File: src/rtl/u8len_pkg.sv
package u8len_pkg;

    localparam int DATA_W  = 8;
    localparam int OUT_W   = 16;
    localparam int LIMIT_W = 16;
    localparam int SEQ_W   = 3;
    localparam int APB_W   = 32;
    localparam int ADDR_W  = 3;

    localparam logic [OUT_W-1:0] OUT_MAX = {OUT_W{1'b1}};

    localparam logic [0:0] REG_LIMIT_ENABLE = 1'b0;
    localparam logic [0:0] REG_CHAR_LIMIT   = 1'b1;

    localparam logic [DATA_W-1:0] MASK_1 = 8'h80;
    localparam logic [DATA_W-1:0] MASK_2 = 8'hE0;
    localparam logic [DATA_W-1:0] MASK_3 = 8'hF0;
    localparam logic [DATA_W-1:0] MASK_4 = 8'hF8;
    localparam logic [DATA_W-1:0] MASK_5 = 8'hFC;
    localparam logic [DATA_W-1:0] MASK_6 = 8'hFE;
    localparam logic [DATA_W-1:0] CONT_MASK = 8'hC0;
    localparam logic [DATA_W-1:0] CONT_CODE = 8'h80;

    typedef struct packed {
        logic              valid;
        logic [DATA_W-1:0] data;
        logic              last;
    } word_t;

    typedef struct packed {
        logic               limit_enable;
        logic [LIMIT_W-1:0] char_limit;
    } cfg_t;

    // Sequence length from a lead byte; zero for a bad lead byte.
    function automatic logic [SEQ_W-1:0] lead_length(input logic [DATA_W-1:0] b);
        logic [SEQ_W-1:0] len;
        len = 3'd0;
        if ((b & MASK_1) == 8'h00)
            len = 3'd1;
        else if ((b & MASK_2) == 8'hC0)
            len = 3'd2;
        else if ((b & MASK_3) == 8'hE0)
            len = 3'd3;
        else if ((b & MASK_4) == 8'hF0)
            len = 3'd4;
        else if ((b & MASK_5) == 8'hF8)
            len = 3'd5;
        else if ((b & MASK_6) == 8'hFC)
            len = 3'd6;
        return len;
    endfunction

endpackage

File: src/rtl/u8len_byte_if.sv
interface u8len_byte_if;
    logic       valid;
    logic       ready;
    logic [7:0] data_byte;
    logic       last_byte;

    modport source (output valid, output data_byte, output last_byte, input ready);
    modport sink (input valid, input data_byte, input last_byte, output ready);
endinterface

File: src/rtl/u8len_result_if.sv
interface u8len_result_if;
    logic        valid;
    logic        ready;
    logic [15:0] char_count;
    logic [15:0] byte_count;
    logic        invalid;

    modport source (output valid, output char_count, output byte_count, output invalid,
                    input ready);
    modport sink (input valid, input char_count, input byte_count, input invalid,
                  output ready);
endinterface

File: src/rtl/utf8_sequence_length_counter.sv
// UTF-8 character counter, legacy 1 to 6 byte sequences.
// Channel "text" carries one string byte per word (data_byte, last_byte);
// channel "result" carries char_count, byte_count and invalid, one word per
// string, issued for the word that has last_byte set.
// Configuration: APB registers limit_enable at 0x0 and char_limit at 0x4;
// write only while no string is in flight. pready is always high.
// Throughput: one byte per cycle while no final byte waits on a stalled result,
// set by the combinational decode and counter update after the input register.
// The final byte passes the input register, then sets the result register.
// A stalled result holds; the block keeps taking bytes of the next string
// until a second final byte reaches the input register, then text.ready drops
// until the result is taken.
// Reset clears the configuration registers, the string state and both valid flags.
module utf8_sequence_length_counter #(
    parameter int COUNT_WIDTH = 16
) (
    input  logic                         clk,
    input  logic                         rst_n,
    u8len_byte_if.sink                   text,
    u8len_result_if.source               result,
    input  logic                         psel,
    input  logic                         penable,
    input  logic                         pwrite,
    input  logic [u8len_pkg::ADDR_W-1:0] paddr,
    input  logic [u8len_pkg::APB_W-1:0]  pwdata,
    output logic [u8len_pkg::APB_W-1:0]  prdata,
    output logic                         pready
);
    import u8len_pkg::*;

    cfg_t  cfg;
    word_t word;
    logic  advance;

    u8len_cfg u_cfg (
        .clk     (clk),
        .rst_n   (rst_n),
        .psel    (psel),
        .penable (penable),
        .pwrite  (pwrite),
        .paddr   (paddr),
        .pwdata  (pwdata),
        .prdata  (prdata),
        .pready  (pready),
        .cfg     (cfg)
    );

    u8len_in_stage u_in (
        .clk     (clk),
        .rst_n   (rst_n),
        .src     (text),
        .advance (advance),
        .word    (word)
    );

    u8len_core #(
        .COUNT_WIDTH (COUNT_WIDTH)
    ) u_core (
        .clk     (clk),
        .rst_n   (rst_n),
        .word    (word),
        .cfg     (cfg),
        .advance (advance),
        .result  (result)
    );

endmodule

File: src/rtl/u8len_cfg.sv
module u8len_cfg (
    input  logic                       clk,
    input  logic                       rst_n,
    input  logic                       psel,
    input  logic                       penable,
    input  logic                       pwrite,
    input  logic [u8len_pkg::ADDR_W-1:0] paddr,
    input  logic [u8len_pkg::APB_W-1:0]  pwdata,
    output logic [u8len_pkg::APB_W-1:0]  prdata,
    output logic                       pready,
    output u8len_pkg::cfg_t            cfg
);
    import u8len_pkg::*;

    logic               limit_enable_reg;
    logic               limit_enable_next;
    logic [LIMIT_W-1:0] char_limit_reg;
    logic [LIMIT_W-1:0] char_limit_next;
    logic               wr_en;
    logic [0:0]         reg_index;

    assign pready    = 1'b1;
    assign wr_en     = psel && penable && pwrite;
    assign reg_index = paddr[2:2];

    always_comb
    begin
        limit_enable_next = limit_enable_reg;
        char_limit_next   = char_limit_reg;
        if (wr_en)
        begin
            case (reg_index)
                REG_LIMIT_ENABLE: limit_enable_next = pwdata[0];
                REG_CHAR_LIMIT:   char_limit_next   = pwdata[LIMIT_W-1:0];
                default:          limit_enable_next = limit_enable_reg;
            endcase
        end
    end

    always_comb
    begin
        case (reg_index)
            REG_LIMIT_ENABLE: prdata = {{(APB_W-1){1'b0}}, limit_enable_reg};
            REG_CHAR_LIMIT:   prdata = {{(APB_W-LIMIT_W){1'b0}}, char_limit_reg};
            default:          prdata = '0;
        endcase
    end

    always_ff @(posedge clk or negedge rst_n)
    begin
        if (!rst_n)
        begin
            limit_enable_reg <= 1'b0;
            char_limit_reg   <= '0;
        end
        else
        begin
            limit_enable_reg <= limit_enable_next;
            char_limit_reg   <= char_limit_next;
        end
    end

    assign cfg.limit_enable = limit_enable_reg;
    assign cfg.char_limit   = char_limit_reg;

endmodule

File: src/rtl/u8len_in_stage.sv
module u8len_in_stage (
    input  logic               clk,
    input  logic               rst_n,
    u8len_byte_if.sink         src,
    input  logic               advance,
    output u8len_pkg::word_t   word
);
    import u8len_pkg::*;

    logic              valid_reg;
    logic              valid_next;
    logic [DATA_W-1:0] data_reg;
    logic              last_reg;
    logic              take;

    assign src.ready = !valid_reg || advance;
    assign take      = src.valid && src.ready;

    always_comb
    begin
        valid_next = valid_reg;
        if (take)
            valid_next = 1'b1;
        else if (advance)
            valid_next = 1'b0;
    end

    always_ff @(posedge clk or negedge rst_n)
    begin
        if (!rst_n)
            valid_reg <= 1'b0;
        else
            valid_reg <= valid_next;
    end

    always_ff @(posedge clk)
    begin
        if (take)
        begin
            data_reg <= src.data_byte;
            last_reg <= src.last_byte;
        end
    end

    assign word.valid = valid_reg;
    assign word.data  = data_reg;
    assign word.last  = last_reg;

endmodule

File: src/rtl/u8len_core.sv
module u8len_core #(
    parameter int COUNT_WIDTH = 16
) (
    input  logic              clk,
    input  logic              rst_n,
    input  u8len_pkg::word_t  word,
    input  u8len_pkg::cfg_t   cfg,
    output logic              advance,
    u8len_result_if.source    result
);
    import u8len_pkg::*;

    localparam int CMP_W = (COUNT_WIDTH > LIMIT_W) ? COUNT_WIDTH : LIMIT_W;

    logic [SEQ_W-1:0]       pend_reg, pend_next;
    logic [SEQ_W-1:0]       seq_reg, seq_next;
    logic [COUNT_WIDTH-1:0] chars_reg, chars_next;
    logic [COUNT_WIDTH-1:0] bytes_reg, bytes_next;
    logic                   err_reg, err_next;
    logic                   lim_reg, lim_next;

    logic                   out_valid_reg, out_valid_next;
    logic [OUT_W-1:0]       char_out_reg, char_out_next;
    logic [OUT_W-1:0]       byte_out_reg, byte_out_next;
    logic                   inv_out_reg, inv_out_next;

    logic [SEQ_W-1:0]       len;
    logic [SEQ_W-1:0]       fin_seq;
    logic                   finish;
    logic                   at_limit;
    logic [COUNT_WIDTH:0]   chars_sum;
    logic [COUNT_WIDTH:0]   bytes_sum;
    logic [CMP_W-1:0]       chars_ext;
    logic [CMP_W-1:0]       bytes_ext;

    assign advance  = word.valid && (!word.last || !out_valid_reg || result.ready);
    assign len      = lead_length(word.data);
    assign at_limit = cfg.limit_enable &&
                      (CMP_W'(chars_reg) >= CMP_W'(cfg.char_limit));

    always_comb
    begin
        pend_next = pend_reg;
        seq_next  = seq_reg;
        err_next  = err_reg;
        lim_next  = lim_reg;
        finish    = 1'b0;
        fin_seq   = seq_reg;
        if (!err_reg && !lim_reg)
        begin
            if (pend_reg == '0)
            begin
                if (at_limit)
                    lim_next = 1'b1;
                else if (len == '0)
                begin
                    err_next = 1'b1;
                    seq_next = '0;
                end
                else
                begin
                    seq_next  = len;
                    pend_next = len - 3'd1;
                    fin_seq   = len;
                    finish    = (len == 3'd1);
                end
            end
            else if ((word.data & CONT_MASK) != CONT_CODE)
            begin
                err_next  = 1'b1;
                pend_next = '0;
                seq_next  = '0;
            end
            else
            begin
                pend_next = pend_reg - 3'd1;
                finish    = (pend_reg == 3'd1);
            end
        end
        if (finish)
            seq_next = '0;
    end

    assign chars_sum = {1'b0, chars_reg} + {{COUNT_WIDTH{1'b0}}, 1'b1};
    assign bytes_sum = {1'b0, bytes_reg} + (COUNT_WIDTH+1)'(fin_seq);

    always_comb
    begin
        chars_next = chars_reg;
        bytes_next = bytes_reg;
        if (finish)
        begin
            chars_next = chars_sum[COUNT_WIDTH] ? {COUNT_WIDTH{1'b1}}
                                                : chars_sum[COUNT_WIDTH-1:0];
            bytes_next = bytes_sum[COUNT_WIDTH] ? {COUNT_WIDTH{1'b1}}
                                                : bytes_sum[COUNT_WIDTH-1:0];
        end
    end

    assign chars_ext = CMP_W'(chars_next);
    assign bytes_ext = CMP_W'(bytes_next);

    always_comb
    begin
        out_valid_next = out_valid_reg && !result.ready;
        char_out_next  = char_out_reg;
        byte_out_next  = byte_out_reg;
        inv_out_next   = inv_out_reg;
        if (advance && word.last)
        begin
            out_valid_next = 1'b1;
            char_out_next  = (chars_ext > CMP_W'(OUT_MAX)) ? OUT_MAX : chars_ext[OUT_W-1:0];
            byte_out_next  = (bytes_ext > CMP_W'(OUT_MAX)) ? OUT_MAX : bytes_ext[OUT_W-1:0];
            inv_out_next   = err_next || (pend_next != '0);
        end
    end

    always_ff @(posedge clk or negedge rst_n)
    begin
        if (!rst_n)
        begin
            pend_reg      <= '0;
            seq_reg       <= '0;
            chars_reg     <= '0;
            bytes_reg     <= '0;
            err_reg       <= 1'b0;
            lim_reg       <= 1'b0;
            out_valid_reg <= 1'b0;
        end
        else
        begin
            out_valid_reg <= out_valid_next;
            if (advance)
            begin
                if (word.last)
                begin
                    pend_reg  <= '0;
                    seq_reg   <= '0;
                    chars_reg <= '0;
                    bytes_reg <= '0;
                    err_reg   <= 1'b0;
                    lim_reg   <= 1'b0;
                end
                else
                begin
                    pend_reg  <= pend_next;
                    seq_reg   <= seq_next;
                    chars_reg <= chars_next;
                    bytes_reg <= bytes_next;
                    err_reg   <= err_next;
                    lim_reg   <= lim_next;
                end
            end
        end
    end

    always_ff @(posedge clk)
    begin
        char_out_reg <= char_out_next;
        byte_out_reg <= byte_out_next;
        inv_out_reg  <= inv_out_next;
    end

    assign result.valid      = out_valid_reg;
    assign result.char_count = char_out_reg;
    assign result.byte_count = byte_out_reg;
    assign result.invalid    = inv_out_reg;

    a_rise_after_last: assert property (@(posedge clk) disable iff (!rst_n)
        $rose(out_valid_reg) |-> $past(advance && word.last))
        else $error("result raised without a final word");

    a_clear_after_last: assert property (@(posedge clk) disable iff (!rst_n)
        (advance && word.last) |=> (pend_reg == '0 && chars_reg == '0 && !err_reg && !lim_reg))
        else $error("string state not cleared after final word");

    a_err_lim_excl: assert property (@(posedge clk) disable iff (!rst_n)
        !(err_reg && lim_reg))
        else $error("error and limit both set");

    a_seq_cover: assert property (@(posedge clk) disable iff (!rst_n)
        (pend_reg != '0) |-> (seq_reg > pend_reg))
        else $error("sequence length below pending count");

endmodule

File: src/flat_wrapper.sv
// flat-port wrapper written by rule: the top's interface ports become plain ports
module utf8_sequence_length_counter_flat import u8len_pkg::*;
#(
    parameter int COUNT_WIDTH = 16
)
  (clk, rst_n, psel, penable, pwrite, paddr, pwdata, prdata, pready, text_valid, text_data_byte, text_last_byte, text_ready, result_valid, result_char_count, result_byte_count, result_invalid, result_ready);
  u8len_byte_if text_i ();
  u8len_result_if result_i ();
  input  logic clk;
  input  logic rst_n;
  input  logic psel;
  input  logic penable;
  input  logic pwrite;
  input  logic [u8len_pkg::ADDR_W-1:0] paddr;
  input  logic [u8len_pkg::APB_W-1:0] pwdata;
  output logic [u8len_pkg::APB_W-1:0] prdata;
  output logic pready;
  input wire logic [$bits(text_i.valid)-1:0] text_valid;
  input wire logic [$bits(text_i.data_byte)-1:0] text_data_byte;
  input wire logic [$bits(text_i.last_byte)-1:0] text_last_byte;
  output wire logic [$bits(text_i.ready)-1:0] text_ready;
  output wire logic [$bits(result_i.valid)-1:0] result_valid;
  output wire logic [$bits(result_i.char_count)-1:0] result_char_count;
  output wire logic [$bits(result_i.byte_count)-1:0] result_byte_count;
  output wire logic [$bits(result_i.invalid)-1:0] result_invalid;
  input wire logic [$bits(result_i.ready)-1:0] result_ready;
  assign text_i.valid = text_valid;
  assign text_i.data_byte = text_data_byte;
  assign text_i.last_byte = text_last_byte;
  assign text_ready = text_i.ready;
  assign result_valid = result_i.valid;
  assign result_char_count = result_i.char_count;
  assign result_byte_count = result_i.byte_count;
  assign result_invalid = result_i.invalid;
  assign result_i.ready = result_ready;
  utf8_sequence_length_counter #(.COUNT_WIDTH(COUNT_WIDTH)) u_core (.clk(clk), .rst_n(rst_n), .text(text_i), .result(result_i), .psel(psel), .penable(penable), .pwrite(pwrite), .paddr(paddr), .pwdata(pwdata), .prdata(prdata), .pready(pready));
endmodule
File: config.mk
export PLATFORM = sky130hd
export DESIGN_NAME = utf8_sequence_length_counter_flat
export DESIGN_NICKNAME = d
export VERILOG_FILES = /design/src/rtl/u8len_pkg.sv /design/src/rtl/u8len_byte_if.sv /design/src/rtl/u8len_result_if.sv /design/src/rtl/utf8_sequence_length_counter.sv /design/src/rtl/u8len_cfg.sv /design/src/rtl/u8len_in_stage.sv /design/src/rtl/u8len_core.sv /design/src/flat_wrapper.sv
export SDC_FILE = /design/constraint.sdc
export NUM_CORES = 1
export LEC_CHECK = 0
export BUFFER_PORTS_ARGS = -buffer_cell sky130_fd_sc_hd__clkbuf_2
export CORE_UTILIZATION = 50
export DETAILED_ROUTE_END_ITERATION = 16
export GPL_ROUTABILITY_DRIVEN = 0
export PLACE_DENSITY = 0.74
export SLEW_MARGIN = 40
export SYNTH_ARGS = -nofsm -noshare
export SYNTH_HDL_FRONTEND = slang
export SYNTH_SLANG_ARGS = --single-unit
File: constraint.sdc
create_clock -name clk -period 4.86 [get_ports clk]
set_input_delay 0.243 -clock clk [delete_from_list [all_inputs] [get_ports clk]]
set_output_delay 0.243 -clock clk [all_outputs]
set_load 0.01 [all_outputs]
==> results by group <==
Yosys
  • Syn Std Cell Area: 0.00608 sq mm
  • Share of flip-flops with an asynchronous set or reset: 59.0%
  • Top FF cell, synth: dfrtp_1
  • Synth top area cells: dfrtp_1 (24%), edfxtp_1 (20%), ha_1 (5.4%), mux2_2 (4.1%), a31oi_1 (3.8%)
  • Post-synthesis sequential area ratio: 44.5%
  • Cells after Synth: 612
  • Synthesis-stage register bit count: 100
  • Post-synth EDFFs: 41
  • Library cells used by synthesis: 76
  • Avg Cell Area, Syn: 9.93 sq um
  • Count leader, synth: dfrtp_1
  • Largest area contributor in the netlist: dfrtp_1
  • YS warnings: 0
  • Yosys top cell area share: 24.3%
  • Synth cell count leaders: dfrtp_1 (59), nand2_1 (51), edfxtp_1 (41), inv_1 (38), a31oi_1 (37)

Clock tree
  • Max H-tree Level: 3
  • Clock Sinks: 100
  • Worst-path clk slew: 70 ps
  • CTS root buffer: clkbuf_16
  • Clock Path Buffers: 2
  • TritonCTS Buffers: 9
  • CTS tree: built
  • Clk_lat worst skew: 360 ps
  • Number of hold buffers added after CTS: 0

Worst setup path
  • Worst path cell trace: o21ai_0 > a31oi_1 > ha_1 > ha_1 > or3_4 > a2111oi_4 > o21ai_2 > o21ai_1 > ha_2 > inv_1 > fa_1 > and2b_1 > o2111a_2 > nand3_1 > buf_4 > or4_1 > a21oi_1
  • Worst path top cell family by delay: compound AO/OA/AOI/OAI gates
  • Startpoint Class: flip-flop
  • Worst setup EP type: flip-flop
  • Reg-to-Reg End: u_core.u_core.result.byte_count[10]
  • Crit path from: u_core.u_in.data_reg[2]
  • R2R setup slack: 270 ps
  • CP max stage cell: or3_4
  • FF-to-FF Start: u_core.u_in.data_reg[2]
  • Critical-path maximum fanout: 5
  • Crit path buffers/inverters: 2
  • R2R depth: 17
  • Most used cell, CP: ha_1
  • Arr. time, crit path: 4800 ps
  • CP required: 5070 ps
  • Largest stage delay on the critical path: 430 ps
  • WP depth: 17
  • Crit path to: u_core.u_core.result.byte_count[10]
  • Setup Crit Path Kind: flip-flop to flip-flop

Timing
  • Setup TNS: 0 ps
  • Worst Clk Skew: 9.42 ps
  • Post-layout worst setup margin: 266 ps
  • Worst-Margin Slew: 725 ps
  • Final setup vio count: 0
  • RSZ-0062 raised after global routing: no
  • Period minus WS final: 4590 ps
  • Hold WS: -48.8 ps
  • Tcrit/Tclk final: 94.5%
  • Highest clock rate: 218 MHz
  • Rel. slew slack: 51.6%
  • Count of pins over their slew limit: 0
  • Final hold vios: 51

Global route
  • Initial antenna violation count: 0
  • Largest net degree at the start of global routing: 60
  • Vias in the first global route: 4892
  • Global-route wire length before repair: 23800 um
  • Gr ovfl total: 0
  • GRT Total Usage: 23.7%

Place
  • Dpl cells: 812
  • Port buffer count: 82
  • DP Worst Slack: -6.66 ps
  • DP Wirelength: 9730 um

Power and ir drop
  • P_sw: 0.840 mW
  • Switching portion of total power: 31.0%
  • Total power: 2.71 mW
  • VDD IR max: 0.206 mV
  • Pint: 1.87 mW
  • Part of the power in registers: 38.6%
  • Pleak: 3.03 nW
  • Pwr Density: 386 mW/mm^2
  • Clock share of power: 34.3%
  • Comb pwr share: 27.1%

Die
  • Initial Util: 52.3%
  • # IOs: 119
  • CORE AREA: 0.0116 sq mm
  • Die height: 112 um
  • Die span in x: 112 um
  • Die area: 0.0126 sq mm
  • Row count: 39

Detailed routing
  • Final ANT Viol Nets: 0
  • WL final: 14600 um
  • WL/cell: 17.6 um
  • Drt via density: 6.27
  • DRC violations left: 4
  • Drt first pass iters: 11
  • Total number of vias: 5208
  • DRT iter0 DRCs: 424

Flow run
  • Max Cap Viol: 0

Cells and area
  • Share of cells above drive strength 1: 24.0%
  • Synth-to-Final Area Change: 15.5%
  • Final nets: 761
  • Antenna cells: 0
  • Non-filler instance count after layout: 831
  • Util after Layout: 60.4%

Status
  • Failing checks: DRC, hold timing
  • Outcome: complete, but fails checks

Hold path
  • Min-Delay Path Class: input port to async pin
## power by group through the flow
stage	sequential, mW	clock, mW	combinational (mW)
floorplan	1.05	0	0.485
global route	1.06	0.970	0.811
global placement	1.05	0	0.655
detailed placement	1.06	0	0.680
finish	1.04	0.929	0.735
CTS	1.04	0.942	0.696
## timing repair
item / 4_1_cts / 5_1_grt
resized for setup: 1 / 13
pin swaps: 0 / 1
endpoints found under the setup margin: 6 / 32
setup buffers: 1 / 1
## layer usage
layer  part of all wire [%]  wire, um  vias to the layer above  GRT usage (%)
met4                    2.2       325                        0           8.00
met3                    5.7       834                       39           5.24
met1                     43      6240                     2523           31.6
met2                     49      7230                      214           38.5
met5                      0         0                        -              0
li1                       -         -                     2432              -
## stage by stage
step	cell area (sq um)	hold slack, ps
floorplan	6130	-52.6
global placement	6520	421
detailed placement	6530	422
CTS	6930	51.9
global route	7020	6.67
finish	7020	-48.8
## how the worst min path moves through the flow
stage                      start                               to  slack, ps  depth (start not counted)
5_1_grt                    rst_n   u_core.u_cfg.char_limit_reg[8]          7                          2
2_1_floorplan              rst_n   u_core.u_cfg.char_limit_reg[0]        -50                          0
3_3_place_gp   text_data_byte[5]          u_core.u_in.data_reg[5]        420                          1
4_1_cts        text_data_byte[7]          u_core.u_in.data_reg[7]         50                          1
6_report                   rst_n  u_core.u_cfg.char_limit_reg[10]        -50                          2
3_5_place_dp   text_data_byte[3]          u_core.u_in.data_reg[3]        420                          1
## worst reg2reg max path: cells and delay by family (launching register included)
kind / cells / cell delay, ps
buffers and inverters: 2 / 250
and+or+nand+nor: 4 / 1270
adders and majority gates: 4 / 1070
AOI/OAI and AO/OA: 7 / 1460
DFF: 1 / 390
## cells in the final DEF (no fill, tap or decap), types with 14 or more instances in the layout
cell,instances
edfxtp_1,41
ha_1,25
dfrtp_1,59
conb_1,17
a21oi_1,23
o21ai_0,22
nand3_1,23
a41oi_1,19
inv_1,37
a31oi_1,36
nor3_1,14
nand2_1,51
mux2_2,22
clkbuf_2,82
nor2_1,26
a311oi_1,16
and2_1,19
## logic make-up (layout without fill, tap and decap cells)
group,after synthesis,after routing,share of synthesized area (%)
compound gates,166,166,19.5
mux,24,24,4.43
buf+inv,91,152,7.39
fa+ha+maj,27,27,5.68
simple gates,202,202,18.3
other cells,2,17,0.124
flops,100,100,44.5
## cell type report
class | count | area (sq um)
inverter | 38 | 145
sequential | 100 | 2710
fill | 988 | 4590
timing repair buffer | 98 | 551
multi-input combinational | 436 | 3050
clock inverter | 7 | 163
clock buffer | 9 | 225
tap | 143 | 179
Power figures use the tool's default switching activity.
